[src/hw/rtl/apt_pkg.sv]
package apt_pkg;

    localparam logic [1:0] MODE_ANNOUNCE = 2'd0;
    localparam logic [1:0] MODE_LOOKUP   = 2'd1;
    localparam logic [1:0] MODE_TICK     = 2'd2;

    localparam logic [2:0] ST_REFRESHED  = 3'd0;
    localparam logic [2:0] ST_ADDED      = 3'd1;
    localparam logic [2:0] ST_DROPPED    = 3'd2;
    localparam logic [2:0] ST_FOUND      = 3'd3;
    localparam logic [2:0] ST_NOT_FOUND  = 3'd4;
    localparam logic [2:0] ST_TICK_DONE  = 3'd5;

    localparam logic [15:0] TIMEOUT_RESET = 16'd30;

    typedef struct packed {
        logic [1:0]  mode;
        logic [31:0] peer_address;
        logic [15:0] peer_source_port;
        logic [15:0] announced_tcp_port;
    } in_beat_t;

    typedef struct packed {
        logic [2:0]  status;
        logic [15:0] found_tcp_port;
        logic [4:0]  live_entries;
    } out_beat_t;

    typedef struct packed {
        logic [31:0] address;
        logic [15:0] source_port;
        logic [15:0] service_port;
        logic [31:0] last_seen;
    } entry_t;

    typedef struct packed {
        logic alive;
        logic key_hit;
        logic addr_hit;
    } entry_check_t;

endpackage

[src/hw/rtl/apt_entry_check.sv]
module apt_entry_check
    import apt_pkg::*;
(
    input  logic         entry_valid,
    input  entry_t       entry,
    input  logic [31:0]  seconds_now,
    input  logic [15:0]  timeout_seconds,
    input  logic [31:0]  peer_address,
    input  logic [15:0]  peer_source_port,
    output entry_check_t check
);

    logic [31:0] age;

    // age wraps modulo 2^32 along with the seconds counter
    assign age = seconds_now - entry.last_seen;

    always_comb begin
        check.alive    = entry_valid && (age < {16'd0, timeout_seconds});
        check.addr_hit = check.alive && (entry.address == peer_address);
        check.key_hit  = check.addr_hit && (entry.source_port == peer_source_port);
    end

endmodule

[src/hw/rtl/aging_peer_table.sv]
// Channel   | Ports                              | Beat
// ----------+------------------------------------+------------------------------------
// input     | s_valid, s_ready, s_data           | one announce, lookup or tick item
// result    | m_valid, m_ready, m_data           | one status beat per input beat
// config    | cfg_wr_en, cfg_wr_data             | timeout in seconds, no wait
//
// Each beat is captured, the entry memory is swept one entry a cycle through a registered
// read, a drain step waits for the last read, and the write-back is committed. The sweep
// of the entry memory sets the pace of the block; one beat is in work at a time.
// Reset (aresetn low, synchronous) clears all valid bits, the seconds counter and the
// timeout to 30; the memory contents need no clearing. A stalled result holds the commit
// stage, and a new input beat is taken as soon as the previous one has committed.
module aging_peer_table
    import apt_pkg::*;
#(
    parameter int TABLE_DEPTH = 16
)(
    input  logic      aclk,
    input  logic      aresetn,
    input  logic      cfg_wr_en,
    input  logic [15:0] cfg_wr_data,
    input  logic      s_valid,
    output logic      s_ready,
    input  in_beat_t  s_data,
    output logic      m_valid,
    input  logic      m_ready,
    output out_beat_t m_data
);

    localparam int IW = (TABLE_DEPTH > 1) ? $clog2(TABLE_DEPTH) : 1;
    localparam int CW = $clog2(TABLE_DEPTH + 1);
    localparam logic [IW-1:0] LAST_IDX = IW'(TABLE_DEPTH - 1);

    localparam logic [1:0] S_IDLE  = 2'd0;
    localparam logic [1:0] S_SCAN  = 2'd1;
    localparam logic [1:0] S_DRAIN = 2'd2;
    localparam logic [1:0] S_DONE  = 2'd3;

    // control state
    logic [1:0]             state_reg, state_next;
    logic [TABLE_DEPTH-1:0] valid_reg, valid_next;
    logic [31:0]            seconds_reg, seconds_next;
    logic [15:0]            timeout_reg;
    logic [IW-1:0]          rd_idx_reg, rd_idx_next;
    logic                   proc_vld_reg, proc_vld_next;
    logic [IW-1:0]          proc_idx_reg, proc_idx_next;
    logic                   hit_reg, hit_next;
    logic                   free_reg, free_next;
    logic [CW-1:0]          cnt_reg, cnt_next;
    logic                   m_valid_reg, m_valid_next;

    // payload
    in_beat_t               item_reg, item_next;
    logic [IW-1:0]          hit_idx_reg, hit_idx_next;
    logic [15:0]            hit_port_reg, hit_port_next;
    logic [IW-1:0]          free_idx_reg, free_idx_next;
    out_beat_t              m_data_reg, m_data_next;

    // entry memory
    entry_t                 entry_mem [TABLE_DEPTH];
    entry_t                 rd_entry_reg;
    logic                   mem_we;
    logic [IW-1:0]          mem_wr_idx;
    entry_t                 mem_wr_entry;

    entry_check_t           check;
    logic                   commit;
    logic                   adding;

    assign s_ready = (state_reg == S_IDLE);
    assign m_valid = m_valid_reg;
    assign m_data  = m_data_reg;

    always_ff @(posedge aclk) begin
        if (mem_we) begin
            entry_mem[mem_wr_idx] <= mem_wr_entry;
        end
        rd_entry_reg <= entry_mem[rd_idx_reg];
    end

    apt_entry_check u_check (
        .entry_valid      (valid_reg[proc_idx_reg]),
        .entry            (rd_entry_reg),
        .seconds_now      (seconds_reg),
        .timeout_seconds  (timeout_reg),
        .peer_address     (item_reg.peer_address),
        .peer_source_port (item_reg.peer_source_port),
        .check            (check)
    );

    assign commit = (state_reg == S_DONE) && (!m_valid_reg || m_ready);
    assign adding = (item_reg.mode == MODE_ANNOUNCE) && !hit_reg && free_reg;

    always_comb begin
        state_next    = state_reg;
        valid_next    = valid_reg;
        seconds_next  = seconds_reg;
        rd_idx_next   = rd_idx_reg;
        proc_vld_next = 1'b0;
        proc_idx_next = proc_idx_reg;
        hit_next      = hit_reg;
        free_next     = free_reg;
        cnt_next      = cnt_reg;
        item_next     = item_reg;
        hit_idx_next  = hit_idx_reg;
        hit_port_next = hit_port_reg;
        free_idx_next = free_idx_reg;
        m_valid_next  = m_valid_reg;
        m_data_next   = m_data_reg;
        mem_we        = 1'b0;
        mem_wr_idx    = free_idx_reg;
        mem_wr_entry  = '{address:      item_reg.peer_address,
                          source_port:  item_reg.peer_source_port,
                          service_port: item_reg.announced_tcp_port,
                          last_seen:    seconds_reg};

        // release the result slot when the beat is taken
        if (m_valid_reg && m_ready) begin
            m_valid_next = 1'b0;
        end

        // age, match and look for a free slot on the entry whose data just arrived
        if (proc_vld_reg) begin
            if (!check.alive) begin
                valid_next[proc_idx_reg] = 1'b0;
                if (!free_reg) begin
                    free_next     = 1'b1;
                    free_idx_next = proc_idx_reg;
                end
            end else begin
                cnt_next = cnt_reg + CW'(1);
            end
            if (!hit_reg) begin
                if ((item_reg.mode == MODE_ANNOUNCE && check.key_hit) ||
                    (item_reg.mode == MODE_LOOKUP && check.addr_hit)) begin
                    hit_next      = 1'b1;
                    hit_idx_next  = proc_idx_reg;
                    hit_port_next = rd_entry_reg.service_port;
                end
            end
        end

        case (state_reg)
            S_IDLE: begin
                if (s_valid) begin
                    item_next   = s_data;
                    rd_idx_next = '0;
                    hit_next    = 1'b0;
                    free_next   = 1'b0;
                    cnt_next    = '0;
                    state_next  = S_SCAN;
                end
            end
            S_SCAN: begin
                // issue one read a cycle
                proc_vld_next = 1'b1;
                proc_idx_next = rd_idx_reg;
                if (rd_idx_reg == LAST_IDX) begin
                    state_next = S_DRAIN;
                end else begin
                    rd_idx_next = rd_idx_reg + IW'(1);
                end
            end
            S_DRAIN: begin
                state_next = S_DONE;
            end
            S_DONE: begin
                if (commit) begin
                    m_valid_next               = 1'b1;
                    m_data_next.found_tcp_port = 16'd0;
                    m_data_next.live_entries   = 5'(cnt_reg);
                    case (item_reg.mode)
                        MODE_ANNOUNCE: begin
                            if (hit_reg) begin
                                mem_we                = 1'b1;
                                mem_wr_idx            = hit_idx_reg;
                                m_data_next.status    = ST_REFRESHED;
                            end else if (free_reg) begin
                                mem_we                   = 1'b1;
                                valid_next[free_idx_reg] = 1'b1;
                                m_data_next.status       = ST_ADDED;
                                m_data_next.live_entries = 5'(cnt_reg + CW'(adding));
                            end else begin
                                m_data_next.status = ST_DROPPED;
                            end
                        end
                        MODE_LOOKUP: begin
                            if (hit_reg) begin
                                m_data_next.status         = ST_FOUND;
                                m_data_next.found_tcp_port = hit_port_reg;
                            end else begin
                                m_data_next.status = ST_NOT_FOUND;
                            end
                        end
                        MODE_TICK: begin
                            seconds_next       = seconds_reg + 32'd1;
                            m_data_next.status = ST_TICK_DONE;
                        end
                        default: begin
                            m_data_next.status = ST_TICK_DONE;
                        end
                    endcase
                    state_next = S_IDLE;
                end
            end
            default: begin
                state_next = S_IDLE;
            end
        endcase
    end

    always_ff @(posedge aclk) begin
        if (!aresetn) begin
            state_reg    <= S_IDLE;
            valid_reg    <= '0;
            seconds_reg  <= '0;
            timeout_reg  <= TIMEOUT_RESET;
            rd_idx_reg   <= '0;
            proc_vld_reg <= 1'b0;
            proc_idx_reg <= '0;
            hit_reg      <= 1'b0;
            free_reg     <= 1'b0;
            cnt_reg      <= '0;
            m_valid_reg  <= 1'b0;
        end else begin
            state_reg    <= state_next;
            valid_reg    <= valid_next;
            seconds_reg  <= seconds_next;
            rd_idx_reg   <= rd_idx_next;
            proc_vld_reg <= proc_vld_next;
            proc_idx_reg <= proc_idx_next;
            hit_reg      <= hit_next;
            free_reg     <= free_next;
            cnt_reg      <= cnt_next;
            m_valid_reg  <= m_valid_next;
            if (cfg_wr_en) begin
                timeout_reg <= cfg_wr_data;
            end
        end
    end

    always_ff @(posedge aclk) begin
        item_reg     <= item_next;
        hit_idx_reg  <= hit_idx_next;
        hit_port_reg <= hit_port_next;
        free_idx_reg <= free_idx_next;
        m_data_reg   <= m_data_next;
    end

endmodule
[config.mk]
export PLATFORM = sky130hd
export DESIGN_NAME = aging_peer_table
export DESIGN_NICKNAME = d
export VERILOG_FILES = /design/src/hw/rtl/apt_pkg.sv /design/src/hw/rtl/apt_entry_check.sv /design/src/hw/rtl/aging_peer_table.sv
export SDC_FILE = /design/constraint.sdc
export NUM_CORES = 2
export LEC_CHECK = 0
export ABC_CLOCK_PERIOD_IN_PS = 18300
export BUFFER_PORTS_ARGS = -buffer_cell sky130_fd_sc_hd__buf_2
export CORE_ASPECT_RATIO = 0.75
export CORE_MARGIN = 2
export CORE_UTILIZATION = 40
export CTS_CLUSTER_DIAMETER = 200
export DETAILED_ROUTE_END_ITERATION = 8
export GPL_TIMING_DRIVEN = 0
export SLEW_MARGIN = 20
export SYNTH_ARGS = -nofsm -noshare
export SYNTH_HDL_FRONTEND = slang
export SYNTH_SLANG_ARGS = --single-unit
[constraint.sdc]
create_clock -name aclk -period 18.3 [get_ports aclk]
set_input_delay 0 -clock aclk [delete_from_list [all_inputs] [get_ports aclk]]
set_output_delay 0 -clock aclk [all_outputs]
set_load 0.1 [all_outputs]
After elaboration in Yosys (flattened, before gate mapping)

Memories as Yosys holds them, arrays and structs flattened. A register that Yosys moved wholly into a read port is not among the register bits.
Index checks and enable logic that the tools add are counted.

Register bits after elaboration: 197
Latch bits: 0
RAM bits: 1536
ROM bits: 0
Bits of input ports: 87
Output and inout port bits: 26
Word-level logic and storage cells: 131
Memories kept: 1

Add/sub/neg operators: 5
Multipliers: 0
Divide/modulo/power cells: 0
Magnitude comparators: 5
Eq/ne operators: 12
Shift operators: 0
Multiplexer cells: 55
Bitwise gates (word level): 6
Reductions and logical operators: 26

Memory list:

| name      | depth | bits a word | rd ports | clocked after Yosys merged registers in | wr ports | RTL line               | source |
|---|---|---|---|---|---|---|---|
| entry_mem | 16    | 96          | 1        | 1                                       | 1        | aging_peer_table.sv:60 | `entry_t entry_mem [TABLE_DEPTH];` |

Operator list:

| kind                                                                         | number |
|---|---|
| 16-bit 2-to-1 mux                                                            | 7 |
| 5-bit 2-to-1 mux                                                             | 7 |
| 32-bit by 1-bit adder with 32-bit output, second input constant              | 1 |
| 32-bit == test                                                               | 1 |
| 32-bit by 16-bit less-than comparator with 1-bit output                      | 1 |
| 32-bit subtractor                                                            | 1 |
| 4-bit 2-to-1 mux                                                             | 6 |
| 1-bit 2-to-1 mux                                                             | 23 |
| 16-bit AND                                                                   | 1 |
| 16-bit == test                                                               | 1 |
| 16-bit inverter                                                              | 1 |
| 16-bit bitwise OR                                                            | 1 |
| 3-bit AND reduction                                                          | 5 |
| 1-bit logical AND                                                            | 11 |
| 4-bit by 5-bit less-than comparator with 1-bit output, second input constant | 2 |
| 1-bit demux with 4-bit select                                                | 2 |
| 4-bit by 1-bit >= comparator with 1-bit output, second input constant        | 2 |
| 2-bit 2-to-1 mux                                                             | 4 |
| 2-bit != test, second input constant                                         | 4 |
| 2-bit case mux with 4 select lines                                           | 1 |
| 4-bit case mux with 2 select lines                                           | 1 |
| 2-bit == test, second input constant                                         | 3 |
| 3-bit 2-to-1 mux                                                             | 2 |
| 3-bit case mux with 2 select lines                                           | 1 |
| other kinds (12)                                                             | 20 |

Depth between registers and ports, before layout

Depth after elaboration: 14
Mapped depth: 20
Mapped depth without buffers: 20

By module

From an unflattened synthesis, not the netlist that was laid out.

Cell total of the unflattened synthesis: 3623
Area total of the unflattened synthesis: 70958.1 sq um

By module, submodules not included:

| module           | times used | cells an instance | area each (sq um) |
|---|---|---|---|
| aging_peer_table | 1          | 3184              | 67918.9 |
| apt_entry_check  | 1          | 439               | 3039.2 |

Worst setup path after synthesis

Ideal clock, no wire load.

Path kind: register to register
Start: register m_valid_reg, in the netlist m_valid
End: memory entry_mem[14][0] (netlist name), enable pin
Arrival: 5963 ps
Data required time: 17748 ps
Setup slack: 11785 ps
Stages on the path, launching flop included: 8
Period minus slack after synthesis: 6515 ps
Cells stage by stage: dfxtp_1 nand2b_1 nand2_1 nor3_1 nand2_1 mux2i_1 or2_2 nor2_1

Word-level cells in the longest chain between the ends: 7
Elaborated cells on any way between the ends: 9
Classes of those cells: mux: 6; reduce/logical: 3

Ends and longest elaborated chain:

| what                                   | RTL line                | source |
|---|---|---|
| start: declaration                     | aging_peer_table.sv:50  | `logic m_valid_reg, m_valid_next;` |
| start signal: assignment               | aging_peer_table.sv:235 | `m_valid_reg <= m_valid_next;` |
| 1-bit zero test (*)                    | aging_peer_table.sv:91  | `assign commit = (state_reg == S_DONE) && (!m_valid_reg \|\| m_ready);` |
| 1-bit logical OR (*)                   | aging_peer_table.sv:91  |  |
| 1-bit logical AND (*)                  | aging_peer_table.sv:91  |  |
| 1-bit 2-to-1 mux                       | aging_peer_table.sv:168 | `if (commit) begin` |
| 1-bit 2-to-1 mux                       | aging_peer_table.sv:143 | `case (state_reg)` |
| 1-bit 2-to-1 mux                       | aging_peer_table.sv:75  | `if (mem_we) begin` |
| 1-bit 2-to-1 mux (implied by the code) | aging_peer_table.sv:76  | `entry_mem[mem_wr_idx] <= mem_wr_entry;` |
| end: declaration                       | aging_peer_table.sv:60  |  |

Every way passes the cells marked *; elsewhere a longest branch is shown, timed or not.

Worst setup path after layout

Start: register seconds_reg[0]
End: register hit_port_reg[14], enable pin

Word-level cells in the longest chain between the ends: 8
Elaborated cells on any way between the ends: 9
Classes of those cells: add/sub: 1; order compare: 1; reduce/logical: 7

Ends and longest elaborated chain:

| what                                                        | RTL line                | source |
|---|---|---|
| start: declaration                                          | aging_peer_table.sv:42  | `logic [31:0] seconds_reg, seconds_next;` |
| start signal: assignment                                    | aging_peer_table.sv:228 | `seconds_reg <= seconds_next;` |
| 32-bit subtractor (*)                                       | apt_entry_check.sv:16   | `assign age = seconds_now - entry.last_seen;` |
| 32-bit by 16-bit less-than comparator with 1-bit output (*) | apt_entry_check.sv:19   | `check.alive = entry_valid && (age < {16'd0, timeout_seconds});` |
| 1-bit logical AND (*)                                       | apt_entry_check.sv:19   |  |
| 1-bit logical AND (*)                                       | apt_entry_check.sv:20   | `check.addr_hit = check.alive && (entry.address == peer_address);` |
| 1-bit logical AND                                           | apt_entry_check.sv:21   | `check.key_hit = check.addr_hit && (entry.source_port == peer_source_port);` |
| 1-bit logical AND                                           | aging_peer_table.sv:134 | `if ((item_reg.mode == MODE_ANNOUNCE && check.key_hit) \|\|` |
| 1-bit logical OR (*)                                        | aging_peer_table.sv:134 |  |
| 3-bit AND reduction (no line) (*)                           | -                       |  |
| end signal: assignment                                      | aging_peer_table.sv:245 | `hit_port_reg <= hit_port_next;` |
| end: declaration                                            | aging_peer_table.sv:55  | `logic [15:0] hit_port_reg, hit_port_next;` |

Marked as above.
A chain may end at the register's enable or synchronous reset.

==> flow_summary.toml <==
[run_status]
status = "completed"

[critical_path]
end_kind = "flip-flop"
startpoint = "seconds_reg[0]"
regToRegSetupSlack_ns = 11.35
path_buf_inv = 4
crit_family = "simple AND/OR/NAND/NOR gates"
max_stage_delay_ns = 0.74
r2r_cells = 22
path_max_fanout = 19
crit_required_ns = 18.81
crit_top_cell = "o21ai_0"
cp_slowest_cell = "dfxtp_1"
path_class = "reg -> reg"
crit_chain = "inv_1 > ha_1 > fa_1 > nor2b_1 > o2111ai_1 > a21oi_1 > nor2_1 > o21ai_0 > xor2_1 > ha_1 > nand4_1 > nor3_1 > o2111ai_1 > o21ai_0 > nor4b_1 > o21ai_0 > nor4_1 > nand4b_1 > nor3_2 > buf_6 > buf_4 > buf_6"
r2r_start = "seconds_reg[0]"
reg2reg_to = "hit_port_reg[14]"
cp.arrival_ns = 7.45
start_kind = "flip-flop"

[sta]
final_max_slew_viol_count = 0
slew_headroom = 0.258
fmax_mhz = 144
finClkSkew_ns = 0.0582
setup_tns_ns = 0
period_minus_slack_ns = 6.95
final_hold_viol_count = 0
holdWs_ns = 0.0351
worst_slew_pin_slew_ns = 1.11
fin_ws_ns = 11.35
fin_crit_sh = 0.380
rsz0062_at_grt = "no"
setup_viol = 0

[placement]
port_buffers = 110
dpl_worst_slack_ns = 11.46
dpl.hpwl_um = 115000
place.gp.congestion = 0.870

[detailed_routing]
ant_nets = 0
vias_per_cell = 5.53
vias = 35561
dr.pass1.iters = 6
wl_per_cell_um = 27.2
route.detailed.drc = 0
first_iter_violations = 4359
routed_wirelength_um = 175000

[logic_synthesis]
yosys.area.top_type_share = 0.705
synth-main-ff-cell = "edfxtp_1"
synth_edf_count = 1650
synthCells = 3337
synth_area_um2 = 70300
ys_top_cells_by_area = "edfxtp_1 (70%), mux4_2 (16%), dfxtp_1 (5.1%)"
yosys_warnings = 0
synth_nets = 3481
synth-async-reset-ratio = 0
yosysSeqAreaShare = 0.756
synth-xor-area-share = 0.0120
synth.mux.area_fraction = 0.159
synth_top_family_by_area = "multiplexers"
yosys.area_share.adder = 0.0102
yosys.area.top_type = "edfxtp_1"
synth-seq-cells = 1829
yosys.area_share.simple = 0.0291
synth_cell_type_count = 70
synth-compound-area-share = 0.0221
syn_avg_cell_area_um2 = 21.1

[global_routing]
grt_busiest_layer = "met1"
grt_pass1_vias = 35584
grt_max_degree = 45
grtUsageMet1 = 0.298
grt_pass1_wl_um = 254000
antenna_found_initial = 3
grtUsageMet3 = 0.0426
track_usage = 0.196
overflow = 0
grtUsageMet2 = 0.288

[layout]
area_growth_pct = 19.5
drive_above_1_share = 0.257
final_nets = 4062
mostFrequentLayoutCell = "edfxtp_1"
ff_latch_area_um2 = 53100
final_cell_mix = "edfxtp_1 (1650), mux4_2 (484), clkbuf_16 (180), dfxtp_1 (179), dlygate4sd3_1 (177)"
multi_input_area_um2 = 16500
largest_reg_flops = 1536
fillCellCount = 14246

[cts]
cts-root-buf = "clkbuf_16"
clock_path_buffers = 3
clock_latency_ns = 0.81
cts.clk_slew.worst_paths_ns = 0.06
tritoncts = "done"
cts.sinks = 1829
htree_levels = 4
numCtsBuffers = 177

[hold_path]
min_to = "item_reg[63]"
hold_path.class = "in -> reg"
holdCritStartpoint = "s_data[63]"
whs_path_depth = 2

[floorplanning]
die_width_um = 488
die_area_um2 = 179000
rows = 133
die_h_um = 367
start_util = 0.402
design.core.area_um2 = 175000
pin_count = 113

[run]
max_cap_viol_count = 0

[power]
powerDensity_nw_per_um2 = 114
ir_worst_vdd_mv = 0.0905
p_leak_nw = 26.3
-- cells by family (layout without fill, tap and decap cells) --
| group | Yosys count | count (layout) |
|---|---|---|
| xor+xnor | 96 | 96 |
| simple gates | 386 | 386 |
| other cells | 0 | 2 |
| buf+inv | 224 | 955 |
| mux | 511 | 511 |
| fa+ha+maj | 57 | 57 |
| flops | 1829 | 1829 |
| compound gates | 234 | 234 |
-- synth_stat cells (all sizes together) (4+ instances only) --
| library cell | n |
|---|---|
| xor2 | 30 |
| nor3b | 4 |
| mux2i | 24 |
| nor4 | 13 |
| nand2 | 95 |
| a21oi | 58 |
| or2 | 6 |
| a21boi | 13 |
| o211ai | 10 |
| a31oi | 4 |
| nor2b | 24 |
| nand3 | 26 |
| ha | 56 |
| clkbuf | 106 |
| a22oi | 17 |
| nor3 | 15 |
| buf | 47 |
| mux4 | 484 |
| o31ai | 6 |
| o2111ai | 7 |
| and2 | 48 |
| o21ai | 57 |
| inv | 71 |
| a2111oi | 4 |
| a21o | 14 |
| nor2 | 57 |
| and3 | 20 |
| nand4 | 29 |
| edfxtp | 1650 |
| nand2b | 13 |
| dfxtp | 179 |
| xnor2 | 66 |
| and4 | 10 |
| or3 | 13 |
| o21a | 12 |
-- worst max-delay path by stage --
stage / to / cells after the start / slack, ns
floorplan: entry_mem[14][0] / 7 / 11.78
global placement: entry_mem[4][52] / 5 / 5.40
detailed placement: hit_port_reg[9] / 22 / 11.46
CTS: hit_port_reg[14] / 22 / 11.40
global route: hit_port_reg[14] / 22 / 10.85
finish: hit_port_reg[14] / 22 / 11.35
-- worst reg2reg max path: cells and delay by family, from the launching register on --
kind | cells | cell delay [ns]
and+or+nand+nor | 8 | 2.02
AOI/OAI and AO/OA | 6 | 1.67
adders and majority gates | 3 | 1.00
buffers and inverters | 4 | 0.84
DFF | 1 | 0.74
xor gates and xnor gates | 1 | 0.38
-- report_power, final --
group	switching, mW	internal (mW)
clock	1.56	1.94
sequential	0.181	4.77
combinational	0.577	0.515
total	2.32	7.23
-- metal layers --
layer	share of wire	wire length (um)
met5	0	0
met4	0.021	3720
met3	0.078	13600
met2	0.45	78400
met1	0.45	79200
-- area by class of cell --
class | instances | share of cell area
clock inverter | 71 | 0.00761
multi-input combinational | 1284 | 0.196
antenna | 2 | 0.0000595
tap | 2362 | 0.0352
inverter | 71 | 0.00323
clock buffer | 258 | 0.0587
sequential | 1829 | 0.632
buffer | 153 | 0.00764
timing repair buffer | 402 | 0.0595
-- per-stage QoR --
| stage | cells | cell area, um2 | utilization | total power [mW] |
|---|---|---|---|---|
| global placement | 5809 | 73800 | 0.422 | 6.09 |
| finish | 6432 | 84000 | 0.481 | 9.54 |
| detailed placement | 5923 | 76700 | 0.438 | 6.11 |
| global route | 6431 | 84000 | 0.481 | 9.90 |
| floorplan | 3337 | 70300 | - | 5.71 |
| CTS | 6429 | 84000 | 0.480 | 9.64 |
-- timing repair --
action | in CTS | in global routing
hold endpoints to repair | 142 | 0
gates resized for setup | 0 | 0
buffers inserted | 0 | 0
hold buffers | 177 | 0
Power figures use the tool's default switching activity.
